===== src/sv/rfa_pkg.sv =====
`default_nettype none
// ----------------------------------------------------------------------------
// rfa_pkg
// Shared types and constants of the Rastrigin fitness accumulator.
// ----------------------------------------------------------------------------
package rfa_pkg;

  localparam int unsigned CoordW = 16;
  localparam int unsigned AmpW   = 16;
  localparam int unsigned TermW  = 31;  // x^2 + A*(1-cos) in Q.24, below 2^31
  localparam int unsigned SumW   = 41;  // unsigned Q17.24
  localparam int unsigned CountW = 11;

  // Largest coordinate count that is still in range.
  localparam logic [CountW:0] MaxDim = 12'd1024;

  typedef struct packed {
    logic [TermW-1:0] term;
    logic             last;
  } rfa_item_t;

  typedef struct packed {
    logic [SumW-1:0]   fitness;
    logic [CountW-1:0] coord_count;
    logic              overflow;
  } rfa_result_t;

endpackage
`default_nettype wire


===== src/sv/rfa_front.sv =====
`default_nettype none
// ----------------------------------------------------------------------------
// rfa_front
// Two-stage term pipeline: phase lookup, then both products, then the term.
// ----------------------------------------------------------------------------
module rfa_front import rfa_pkg::*; #(
  parameter int unsigned COS_TABLE_BITS = 8
) (
  input  wire logic              clk_i,
  input  wire logic              rst_ni,
  input  wire logic              in_valid_i,
  output logic                   in_ready_o,
  input  wire logic [CoordW-1:0] coord_i,
  input  wire logic              last_i,
  input  wire logic [AmpW-1:0]   amplitude_i,
  output logic                   item_valid_o,
  output rfa_item_t              item_o,
  input  wire logic              item_ready_i
);

  localparam int unsigned QuarterBits = COS_TABLE_BITS - 2;
  localparam int unsigned QSize       = 1 << QuarterBits;
  localparam int unsigned IdxW        = QuarterBits + 1;
  localparam logic [63:0] Q30One      = 64'h0000_0000_4000_0000;
  localparam logic [63:0] HalfPiQ30   = 64'd1686629713;

  function automatic logic [63:0] clip_sub(input logic [63:0] p);
    return (p > Q30One) ? 64'd0 : (Q30One - p);
  endfunction

  // Quarter-wave cosine entry k in Q1.16, Taylor series in Q2.30.
  function automatic logic [16:0] quarter_cos(input int unsigned k,
                                              input int unsigned qbits);
    logic [63:0] theta;
    logic [63:0] t2;
    logic [63:0] b;
    logic [63:0] c;
    theta = (64'(k) * HalfPiQ30) >> qbits;
    t2    = (theta * theta) >> 30;
    b     = Q30One;
    b     = clip_sub(((t2 * b) >> 30) / 64'd182);
    b     = clip_sub(((t2 * b) >> 30) / 64'd132);
    b     = clip_sub(((t2 * b) >> 30) / 64'd90);
    b     = clip_sub(((t2 * b) >> 30) / 64'd56);
    b     = clip_sub(((t2 * b) >> 30) / 64'd30);
    b     = clip_sub(((t2 * b) >> 30) / 64'd12);
    c     = clip_sub(((t2 * b) >> 30) >> 1);
    return 17'((c + 64'd8192) >> 14);
  endfunction

  logic [16:0] cos_tbl [QSize+1];

  for (genvar k = 0; k <= QSize; k++) begin : g_tbl
    localparam logic [16:0] Entry = quarter_cos(k, QuarterBits);
    assign cos_tbl[k] = Entry;
  end

  // Stage A: magnitude and 1 - cos
  logic                    a_valid_q;
  logic [CoordW-1:0]       a_mag_q;
  logic [17:0]             a_omc_q;
  logic                    a_last_q;
  // Stage B: products
  logic                    b_valid_q;
  logic [TermW-1:0]        b_x2_q;
  logic [33:0]             b_ap_q;
  logic                    b_last_q;

  logic                    a_ready;
  logic                    b_ready;
  logic [CoordW-1:0]       mag;
  logic [COS_TABLE_BITS-1:0] phase;
  logic [1:0]              quad;
  logic [QuarterBits-1:0]  rem;
  logic [IdxW-1:0]         idx;
  logic [16:0]             cval;
  logic [17:0]             omc;
  logic [31:0]             sq;
  logic [33:0]             ap;
  logic [33:0]             ap_rnd;

  assign b_ready    = !b_valid_q || item_ready_i;
  assign a_ready    = !a_valid_q || b_ready;
  assign in_ready_o = a_ready;

  // Period is one: the fraction bits alone give the phase.
  assign mag   = coord_i[CoordW-1] ? (~coord_i + 16'd1) : coord_i;
  assign phase = coord_i[11 -: COS_TABLE_BITS];
  assign quad  = phase[COS_TABLE_BITS-1 -: 2];
  assign rem   = phase[QuarterBits-1:0];
  // Odd quadrants mirror the quarter wave.
  assign idx   = quad[0] ? (IdxW'(QSize) - {1'b0, rem}) : {1'b0, rem};
  assign cval  = cos_tbl[idx];
  // Cosine is negative in the second and third quadrants.
  assign omc   = (quad[0] ^ quad[1]) ? (18'd65536 + {1'b0, cval})
                                     : (18'd65536 - {1'b0, cval});

  assign sq     = a_mag_q * a_mag_q;
  assign ap     = amplitude_i * a_omc_q;
  assign ap_rnd = (b_ap_q + 34'd8) >> 4;

  always_ff @(posedge clk_i or negedge rst_ni) begin
    if (!rst_ni) begin
      a_valid_q <= 1'b0;
      b_valid_q <= 1'b0;
    end else begin
      if (a_ready) begin
        a_valid_q <= in_valid_i;
      end
      if (b_ready) begin
        b_valid_q <= a_valid_q;
      end
    end
  end

  always_ff @(posedge clk_i) begin
    if (a_ready && in_valid_i) begin
      a_mag_q  <= mag;
      a_omc_q  <= omc;
      a_last_q <= last_i;
    end
    if (b_ready && a_valid_q) begin
      b_x2_q   <= sq[TermW-1:0];
      b_ap_q   <= ap;
      b_last_q <= a_last_q;
    end
  end

  assign item_valid_o = b_valid_q;
  assign item_o.term  = b_x2_q + ap_rnd[TermW-1:0];
  assign item_o.last  = b_last_q;

endmodule
`default_nettype wire


===== src/sv/rfa_queue.sv =====
`default_nettype none
// ----------------------------------------------------------------------------
// rfa_queue
// Small register FIFO of terms between the term pipeline and the accumulator.
// ----------------------------------------------------------------------------
module rfa_queue import rfa_pkg::*; #(
  parameter int unsigned DEPTH = 4
) (
  input  wire logic      clk_i,
  input  wire logic      rst_ni,
  input  wire logic      push_valid_i,
  output logic           push_ready_o,
  input  wire rfa_item_t push_item_i,
  output logic           pop_valid_o,
  input  wire logic      pop_ready_i,
  output rfa_item_t      pop_item_o
);

  localparam int unsigned PtrW = (DEPTH > 1) ? $clog2(DEPTH) : 1;
  localparam int unsigned CntW = $clog2(DEPTH + 1);

  rfa_item_t        mem_q [DEPTH];
  logic [PtrW-1:0]  wr_ptr_q, rd_ptr_q;
  logic [CntW-1:0]  count_q;
  logic             push, pop;

  assign push_ready_o = (count_q != CntW'(DEPTH));
  assign pop_valid_o  = (count_q != '0);
  assign push         = push_valid_i && push_ready_o;
  assign pop          = pop_valid_o && pop_ready_i;
  assign pop_item_o   = mem_q[rd_ptr_q];

  always_ff @(posedge clk_i or negedge rst_ni) begin
    if (!rst_ni) begin
      wr_ptr_q <= '0;
      rd_ptr_q <= '0;
      count_q  <= '0;
    end else begin
      if (push) begin
        wr_ptr_q <= (wr_ptr_q == PtrW'(DEPTH - 1)) ? '0 : wr_ptr_q + 1'b1;
      end
      if (pop) begin
        rd_ptr_q <= (rd_ptr_q == PtrW'(DEPTH - 1)) ? '0 : rd_ptr_q + 1'b1;
      end
      if (push && !pop) begin
        count_q <= count_q + 1'b1;
      end else if (pop && !push) begin
        count_q <= count_q - 1'b1;
      end
    end
  end

  always_ff @(posedge clk_i) begin
    if (push) begin
      mem_q[wr_ptr_q] <= push_item_i;
    end
  end

endmodule
`default_nettype wire


===== src/sv/rfa_back.sv =====
`default_nettype none
// ----------------------------------------------------------------------------
// rfa_back
// Saturating accumulator with count and flag, and the result register.
// ----------------------------------------------------------------------------
module rfa_back import rfa_pkg::*; (
  input  wire logic      clk_i,
  input  wire logic      rst_ni,
  input  wire logic      item_valid_i,
  output logic           item_ready_o,
  input  wire rfa_item_t item_i,
  output logic           res_valid_o,
  input  wire logic      res_ready_i,
  output rfa_result_t    res_o
);

  logic [SumW-1:0]   sum_q;
  logic [CountW-1:0] count_q;
  logic              sat_q;
  logic              res_valid_q;
  rfa_result_t       res_q;

  logic              out_free;
  logic              take;
  logic [SumW:0]     sum_wide;
  logic [SumW-1:0]   sum_new;
  logic              cnt_full;
  logic [CountW-1:0] cnt_new;
  logic              flag_new;

  assign out_free     = !res_valid_q || res_ready_i;
  // Non-final terms never wait on the output side.
  assign item_ready_o = !item_i.last || out_free;
  assign take         = item_valid_i && item_ready_o;

  assign sum_wide = {1'b0, sum_q} + (SumW + 1)'(item_i.term);
  assign sum_new  = sum_wide[SumW] ? '1 : sum_wide[SumW-1:0];
  assign cnt_full = (count_q == '1);
  assign cnt_new  = cnt_full ? count_q : count_q + 1'b1;
  assign flag_new = sat_q || sum_wide[SumW] || cnt_full || ({1'b0, cnt_new} > MaxDim);

  always_ff @(posedge clk_i or negedge rst_ni) begin
    if (!rst_ni) begin
      sum_q       <= '0;
      count_q     <= '0;
      sat_q       <= 1'b0;
      res_valid_q <= 1'b0;
    end else begin
      if (take && item_i.last) begin
        res_valid_q <= 1'b1;
      end else if (res_ready_i) begin
        res_valid_q <= 1'b0;
      end
      if (take) begin
        if (item_i.last) begin
          sum_q   <= '0;
          count_q <= '0;
          sat_q   <= 1'b0;
        end else begin
          sum_q   <= sum_new;
          count_q <= cnt_new;
          sat_q   <= flag_new;
        end
      end
    end
  end

  always_ff @(posedge clk_i) begin
    if (take && item_i.last) begin
      res_q.fitness     <= sum_new;
      res_q.coord_count <= cnt_new;
      res_q.overflow    <= flag_new;
    end
  end

  assign res_valid_o = res_valid_q;
  assign res_o       = res_q;

endmodule
`default_nettype wire


===== src/sv/rastrigin_fitness_accumulator.sv =====
`default_nettype none
// ----------------------------------------------------------------------------
// rastrigin_fitness_accumulator
// Streams point coordinates in and returns the Rastrigin value of each point.
// ----------------------------------------------------------------------------
// Usage:
//   Slave stream: one beat per coordinate, signed Q4.12 in s_axis_tdata[15:0],
//   s_axis_tlast high on the final coordinate of a point.
//   Master stream: one beat per point, fitness (unsigned Q17.24, saturated) in
//   m_axis_tdata[40:0], coordinate count in [51:41], overflow in m_axis_tuser.
//   APB: register 0 at address 0 holds the amplitude A (unsigned Q4.12).
//   Write it only while no point is in flight.
// Timing:
//   One coordinate per cycle sustained while the result stream is not held.
//   The result beat follows the last coordinate's beat through the lookup
//   stage, product stage, term queue and result register.
// Reset:
//   Clears the pipeline, the queue, the sum, count and flag; A returns to 10.0.
// Stalls:
//   A held result beat does not block summing of the next point's coordinates;
//   only its final coordinate waits, the term queue fills, then the slave
//   side drops tready.
// ----------------------------------------------------------------------------
module rastrigin_fitness_accumulator import rfa_pkg::*; #(
  parameter int unsigned COS_TABLE_BITS = 8,
  parameter int unsigned QUEUE_DEPTH    = 4
) (
  input  wire logic        clk_i,
  input  wire logic        rst_ni,
  // coordinate stream
  input  wire logic        s_axis_tvalid,
  output logic             s_axis_tready,
  input  wire logic [15:0] s_axis_tdata,   // [15:0] coord
  input  wire logic        s_axis_tlast,
  // result stream
  output logic             m_axis_tvalid,
  input  wire logic        m_axis_tready,
  output logic [55:0]      m_axis_tdata,   // [40:0] fitness, [51:41] coord_count
  output logic             m_axis_tuser,   // [0] overflow
  // configuration
  input  wire logic        psel,
  input  wire logic        penable,
  input  wire logic        pwrite,
  input  wire logic [2:0]  paddr,
  input  wire logic [31:0] pwdata,
  output logic [31:0]      prdata,
  output logic             pready
);

  localparam logic [AmpW-1:0] AmpReset = 16'd40960;

  logic [AmpW-1:0] amplitude_q;
  logic            amp_sel;

  // Register 0 decodes on the word index bit.
  assign amp_sel = (paddr[2] == 1'b0);
  assign pready  = 1'b1;
  assign prdata  = amp_sel ? {16'd0, amplitude_q} : 32'd0;

  always_ff @(posedge clk_i or negedge rst_ni) begin
    if (!rst_ni) begin
      amplitude_q <= AmpReset;
    end else if (psel && penable && pwrite && pready && amp_sel) begin
      amplitude_q <= pwdata[AmpW-1:0];
    end
  end

  logic        f_valid, f_ready;
  rfa_item_t   f_item;
  logic        q_valid, q_ready;
  rfa_item_t   q_item;
  rfa_result_t res;

  rfa_front #(
    .COS_TABLE_BITS (COS_TABLE_BITS)
  ) u_front (
    .clk_i        (clk_i),
    .rst_ni       (rst_ni),
    .in_valid_i   (s_axis_tvalid),
    .in_ready_o   (s_axis_tready),
    .coord_i      (s_axis_tdata),
    .last_i       (s_axis_tlast),
    .amplitude_i  (amplitude_q),
    .item_valid_o (f_valid),
    .item_o       (f_item),
    .item_ready_i (f_ready)
  );

  rfa_queue #(
    .DEPTH (QUEUE_DEPTH)
  ) u_queue (
    .clk_i        (clk_i),
    .rst_ni       (rst_ni),
    .push_valid_i (f_valid),
    .push_ready_o (f_ready),
    .push_item_i  (f_item),
    .pop_valid_o  (q_valid),
    .pop_ready_i  (q_ready),
    .pop_item_o   (q_item)
  );

  rfa_back u_back (
    .clk_i        (clk_i),
    .rst_ni       (rst_ni),
    .item_valid_i (q_valid),
    .item_ready_o (q_ready),
    .item_i       (q_item),
    .res_valid_o  (m_axis_tvalid),
    .res_ready_i  (m_axis_tready),
    .res_o        (res)
  );

  assign m_axis_tdata = {4'd0, res.coord_count, res.fitness};
  assign m_axis_tuser = res.overflow;

endmodule
`default_nettype wire

===== config.mk =====
export PLATFORM = sky130hd
export DESIGN_NAME = rastrigin_fitness_accumulator
export DESIGN_NICKNAME = d
export VERILOG_FILES = /design/src/sv/rfa_pkg.sv /design/src/sv/rfa_front.sv /design/src/sv/rfa_queue.sv /design/src/sv/rfa_back.sv /design/src/sv/rastrigin_fitness_accumulator.sv
export SDC_FILE = /design/constraint.sdc
export NUM_CORES = 2
export LEC_CHECK = 0
export ABC_AREA = 1
export BUFFER_PORTS_ARGS = -buffer_cell sky130_fd_sc_hd__buf_2
export CORE_MARGIN = 2
export CORE_UTILIZATION = 58
export CTS_CLUSTER_SIZE = 24
export DETAILED_ROUTE_END_ITERATION = 16
export PLACE_DENSITY_LB_ADDON = 0.1
export SLEW_MARGIN = 20
export SYNTH_ARGS = -nofsm -noshare
export SYNTH_HDL_FRONTEND = slang
export SYNTH_HIERARCHICAL = 1
export SYNTH_SLANG_ARGS = --single-unit

===== constraint.sdc =====
create_clock -name clk_i -period 5.8 [get_ports clk_i]
set_clock_uncertainty 0.2 [all_clocks]
set_input_delay 0.58 -clock clk_i [delete_from_list [all_inputs] [get_ports clk_i]]
set_output_delay 0.58 -clock clk_i [all_outputs]
set_load 0.005 [all_outputs]

-- Yosys cells after proc, flatten, opt, wreduce, memory -nomap -nowiden
Memories as Yosys holds them, arrays and structs flattened.
Index checks and enable logic that the tools add are counted.
- register bits after elaboration: 233
- bits in writable memories: 128
- memory bits (read-only): 2176
- input bits: 59
- output and inout port bits: 92
- logic and storage cells: 91
- memories kept: 2
- add/subtract/negate cells: 12
- multiply operators: 2
- magnitude comparators: 2
- equality and inequality tests: 4
- muxes and demuxes: 19
- bitwise logic cells: 4
- reductions and logical operators: 26
- memory list (memory ; depth ; width ; rd ports ; clocked after memory_dff ; write ports ; line ; source):
    (name not given) ; 128 ; 17 ; 1 ; 0 ; 0 ; rfa_front.sv:93 ; assign cval = cos_tbl[idx];
    u_queue.mem_q ; 4 ; 32 ; 1 ; 0 ; 1 ; rfa_queue.sv:22 ; rfa_item_t mem_q [DEPTH];
- operator list (cell ; count):
    $mux 41 ; 2
    $add 41x31->42 ; 1
    $add 34x4->34 const B ; 1
    $mul 16x18->34 ; 1
    $mux 17 ; 2
    $add 31x30->31 ; 1
    $mul 16x16->31 ; 1
    $mux 11 ; 2
    $add 17x17->18 const A ; 1
    $mux 18 ; 1
    $sub 17x17->18 const A ; 1
    $add 16x1->16 const B ; 1
    $mux 16 ; 1
    $not 16->16 ; 1
    $mux 15 ; 1
    $add 11x1->11 const B ; 1
    $eq 11x11->1 const B ; 1
    $gt 11x11->1 const B ; 1
    $logic_and 1x1->1 ; 10
    $ge 8x8->1 const B ; 1
    $not 7->8 ; 1
    $logic_or 1x1->1 ; 7
    $mux 7 ; 1
    $sub 7x6->7 const A ; 1
    other kinds (13) ; 27

-- Depth between registers and ports, before layout
- word-level depth: 8
- gate-level depth with buffers: 30
- gate-level depth less buffers: 29

-- Cells and area by module
Netlist, hierarchy kept.
- modules (own cells, without submodules) (module ; instances ; cells each ; area each (µm²) ; sequential area each (µm²)):
    rfa_front ; 1 ; 3171 ; 24608.6 ; 2962.8
    rfa_back ; 1 ; 1016 ; 7160.6 ; 2942.8
    rfa_queue ; 1 ; 432 ; 5486.5 ; 4018.9
    rastrigin_fitness_accumulator ; 1 ; 129 ; 970.9 ; 402.9

-- Worst setup path before layout
OpenSTA, ideal clock, no wires.
- kind: register to register
- from: register amplitude_q[7]
- to: register u_front.b_ap_q[27] (data pin)
- library setup time: 0.259 ns
- data arrival time: 5.486 ns
- data required time: 5.341 ns
- slack: -0.145 ns
- stages on the path, launching flop included: 25
- buffers on the path: 2
- clock period less this slack: 5.945 ns
- cell sequence: dfrtp_1 -> clkbuf_1 -> clkbuf_1 -> nand2_1 -> fa_1 -> inv_1 -> fa_1 -> inv_1 -> fa_1 -> inv_1 -> fa_1 -> fa_1 -> inv_1 -> fa_1 -> inv_1 -> ha_1 -> a21oi_1 -> inv_1 -> a21oi_1 -> nand2_1 -> a21boi_0 -> o21ai_0 -> nand2_1 -> nand2_1 -> xor2_1
- longest elaborated chain between the ends: 1
- ends and longest elaborated chain (item ; line ; source):
    start, declared ; rastrigin_fitness_accumulator.sv:52 ; logic [AmpW-1:0] amplitude_q;
    start signal, assigned ; rastrigin_fitness_accumulator.sv:62 ; amplitude_q <= AmpReset;
    start signal, assigned ; rastrigin_fitness_accumulator.sv:64 ; amplitude_q <= pwdata[AmpW-1:0];
    $mul 16x18->34 ; rfa_front.sv:99 ; assign ap = amplitude_i * a_omc_q;
    via u_front.ap[27] ; rfa_front.sv:79 ; logic [33:0] ap;
    end signal, assigned ; rfa_front.sv:124 ; b_ap_q <= ap;
    end, declared ; rfa_front.sv:66 ; logic [33:0] b_ap_q;
The timed path passes the listed nets, and every way through them passes these cells.
A chain may end at the register's enable or synchronous reset.

-- Worst setup path in the final report
- from: register amplitude_q[13]
- to: register u_front.b_ap_q[33] (data pin)
Same word-level chain as after synthesis.

==> results.tsv <==
stage	metric	value	unit
logic_synthesis	Yosys warning count	6	
critical_path	CP Max Fanout	6	
grt	grt peak-use layer	met2	
routing	Vias/cell	5.18	
grt	vias in the first global route	30500	
sta	Slew Limit Headroom	25.8	%
grt	total grt overflow	0	
hold_path	Hold/Removal Path Class	in -> reg	
placed_design	Detail Placement HPWL	72.4	mm
critical_path	crit-path max cell delay	0.60	ns
floorplan	core area	65500	µm²
placed_design	Post-Place Worst Slack	-0.206	ns
logic_synthesis	post-synthesis adder-cell area fraction	29.8	%
critical_path	cell mode on critical path	fa_1	
final_layout	area of the multi-input gates	24100	µm²
critical_path	cell breakdown of the critical path	buf_12, nand2_2, inv_2, fa_1, fa_1, fa_2, fa_1, fa_1, inv_2, fa_1, inv_2, ha_4, a21oi_4, o21a_1, inv_2, a21oi_2, o211ai_1, buf_4, nand3_2, o2111ai_2, xor2_1	
floorplan	die footprint	68000	µm²
logic_synthesis	ys async rst share	22.1	%
critical_path	CP required	5.93	ns
sta	final period utilization	101	%
sta	FMAX	0.171	GHz
final_layout	Core Util, Final	67.8	%
final_layout	Fillers	5427	
grt	Total GRT Usage	27.3	%
final_layout	nets@finish	5794	
sta	Final min period	5.85	ns
logic_synthesis	Post-Synthesis Cell Area	38200	µm²
clock_tree	cts bufs inserted	43	
critical_path	CP Capture Type	flip-flop	
sta	Worst Hold Margin	0.0272	ns
routing	Starting DRT DRC Count	1832	
routing	WL per Instance	15.7	µm
sta	measured slew at the worst slew-check pin	1.11	ns
critical_path	Startpoint Class	flip-flop	
sta	PnR worst setup slack	-0.0468	ns
sta	Final setup viols	3	
logic_synthesis	Compound-Gate Fraction of Synth Area	5.55	%
logic_synthesis	top_reg_cell synth	edfxtp_1	
grt	grt met2 use	47.8	%
critical_path	CP arrival	5.98	ns
grt	largest net degree at the start of global routing	78	
logic_synthesis	Post-synth EDFFs	278	
logic_synthesis	Yosys cell types	54	
status	failing checks	setup timing	
clock_tree	Root Driver	clkbuf_16	
sta	fin. max-slew vios	0	
placed_design	IO buf count	111	
routing	wirelength, routed	93.4	mm
sta	final hold vios	0	
logic_synthesis	Post-Synth Simple-Gate Area	20.9	%
clock_tree	Max Root-Sink Buffers	3	
routing	vias	30800	
final_layout	Syn-to-layout area delta	16.3	%
routing	DRT Pass-1 Iters	6	
grt	initial antenna violation count	0	
critical_path	worst setup path class	reg -> reg	
placed_design	Placement Cell Area	41100	µm²
sta	RSZ-0062 raised after global routing	true	
clock_tree	Skew-Pair Late Insertion Delay	0.59	ns
grt	met1 Usage GRT	36.1	%
final_layout	n_diodes	0	
floorplan	num rows	94	
grt	first-pass GRT wire length	150	mm
clock_tree	CTS tree	yes	
clock_tree	Sink Count	357	
clock_tree	clock-pin slew on the worst setup and hold paths	0.07	ns
logic_synthesis	Syn Inst Count	4748	
floorplan	# IOs	151	
final_layout	fraction of layout cells with a size suffix above 1	16.0	%
routing	drt drc	0	
logic_synthesis	#FFs+latches synth	357	
logic_synthesis	largest family of logic cells by synthesized area	adder cells	
grt	met3 Use GR	2.56	%
logic_synthesis	xor/xnor share of the synthesized area	3.85	%
final_layout	Layout Cell Area excl Fill	44400	µm²
logic_synthesis	mux contribution to synthesized area	0	%
clock_tree	H-Tree Depth	2	
floorplan	die width	261	µm
logic_synthesis	synthesized area per cell	8.05	µm²
flow_run	Max-Cap Viols	0	
status	outcome	finished with violations	
floorplan	Die Y	261	µm
floorplan	initial core utilization	58.4	%
critical_path	CP max stage cell	fa_2	
placed_design	global placer's final weighted congestion	0.964	
logic_synthesis	Seq/Total Area, Yosys	27.0	%
final_layout	register area	10300	µm²
routing	ANT nets after route	0	
-- cells by family after synthesis --
family | Yosys count
buffers and inverters | 1257
AND/OR/NAND/NOR | 1926
flip-flops | 357
AO/OA/AOI/OAI | 363
XOR/XNOR | 168
adder cells (fa/ha/maj) | 675
other | 2
-- timing repair --
item,CTS,global route
pin swaps,30,141
gates cloned,0,2
gates resized for setup,74,245
endpoints found under the hold margin,36,0
hold buffers,4,0
buffers inserted,15,48
endpoints found under the setup margin,26,33
-- critical path, delay by kind of cell (launching register included) --
family / cells / cell delay [ns]
adders and majority gates: 7 / 3.32
DFF: 1 / 0.58
AOI/OAI and AO/OA: 5 / 0.71
and+or+nand+nor: 2 / 0.10
buffers and inverters: 6 / 0.49
xor gates and xnor gates: 1 / 0.16
-- stage by stage --
step	TNS (ns)	instances
floorplan	-0.0200	4767
global placement	-0.877	5813
detailed placement	-1.46	5813
CTS	-0.00731	5912
global route	-2.65	5959
finish	-0.0681	5959
-- routing by layer --
metal	wire length, µm	part of all wire [%]	vias up
li1	-	-	15100
met1	39300	42	14800
met2	46600	50	740
met3	4510	4.8	181
met4	2960	3.2	0
met5	0	0	-
-- cells in the final DEF (no fill, tap or decap), drive strengths merged, types with 9 or more instances in the layout --
cell    instances
a21oi         132
buf           416
clkbuf         47
clkinv         25
conb           21
dfrtp          77
edfxtp        278
fa            390
ha            285
inv          1084
nand2        1361
nand3         230
nand4          29
nor2          249
nor3           32
nor4            9
o211ai         71
o21a           10
o21ai         109
xnor2          51
xor2          117
-- cell usage after synthesis, drive strengths merged (4+ instances only) --
| cell type | n | share of area, % |
|---|---|---|
| buf | 72 | 1.3 |
| a31oi | 8 | 0.13 |
| xor2 | 117 | 2.7 |
| a21boi | 6 | 0.12 |
| o21a | 10 | 0.20 |
| dfrtp | 77 | 5.0 |
| clkbuf | 102 | 1.0 |
| o22ai | 6 | 0.098 |
| xnor2 | 51 | 1.2 |
| ha | 285 | 9.3 |
| inv | 1080 | 11 |
| a21o | 4 | 0.079 |
| o211ai | 71 | 1.4 |
| nor2 | 249 | 2.6 |
| nand2 | 1361 | 14 |
| nand3 | 230 | 3.3 |
| or2 | 7 | 0.11 |
| fa | 390 | 20 |
| edfxtp | 278 | 22 |
| o21bai | 5 | 0.098 |
| nor3 | 32 | 0.43 |
| a21oi | 132 | 1.7 |
| nor4 | 9 | 0.15 |
| o21ai | 109 | 1.4 |
| nand4 | 29 | 0.47 |
-- registers in the layout, indices dropped and copies added, names as in the netlist, 2 cells and up --
| register | flops |
|---|---|
| u_back/sum_q | 41 |
| u_queue/rd_ptr_q | 2 |
| u_front/a_mag_q | 16 |
| u_back/count_q | 11 |
| u_front/b_x2_q | 30 |
| u_front/b_ap_q | 31 |
| u_back/res_o | 53 |
| amplitude_q | 16 |
| u_queue/wr_ptr_q | 2 |
| u_front/a_omc_q | 18 |
| u_queue/mem_q | 128 |
| u_queue/count_q | 3 |
-- worst paths after layout --
kind / from / to / slack [ns] / cells after the start
max in group asynchronous: rst_ni / amplitude_q[12] / 3.99 / 3
hold / removal: pwdata[3] / amplitude_q[3] / 0.03 / 3
hold reg to reg: u_front/a_last_q / u_front/b_last_q / 0.22 / 0
setup reg to reg: amplitude_q[13] / u_front/b_ap_q[33] / -0.05 / 21
min in group asynchronous: rst_ni / u_back/sum_q[1] / 0.28 / 2
setup / recovery: amplitude_q[13] / u_front/b_ap_q[33] / -0.05 / 21
-- area by class of cell --
type,instances,area share (%)
Inverter,1083,9.16
Tap cell,864,2.43
Clock inverter,35,1.01
Sequential cell,357,23.3
Clock buffer,45,2.46
Multi-Input combinational cell,3153,54.2
Timing Repair Buffer,422,7.48
Power is left out: the tool's default activity adds up to more than one toggle a clock period on the data nets, which glitch-free logic cannot reach.
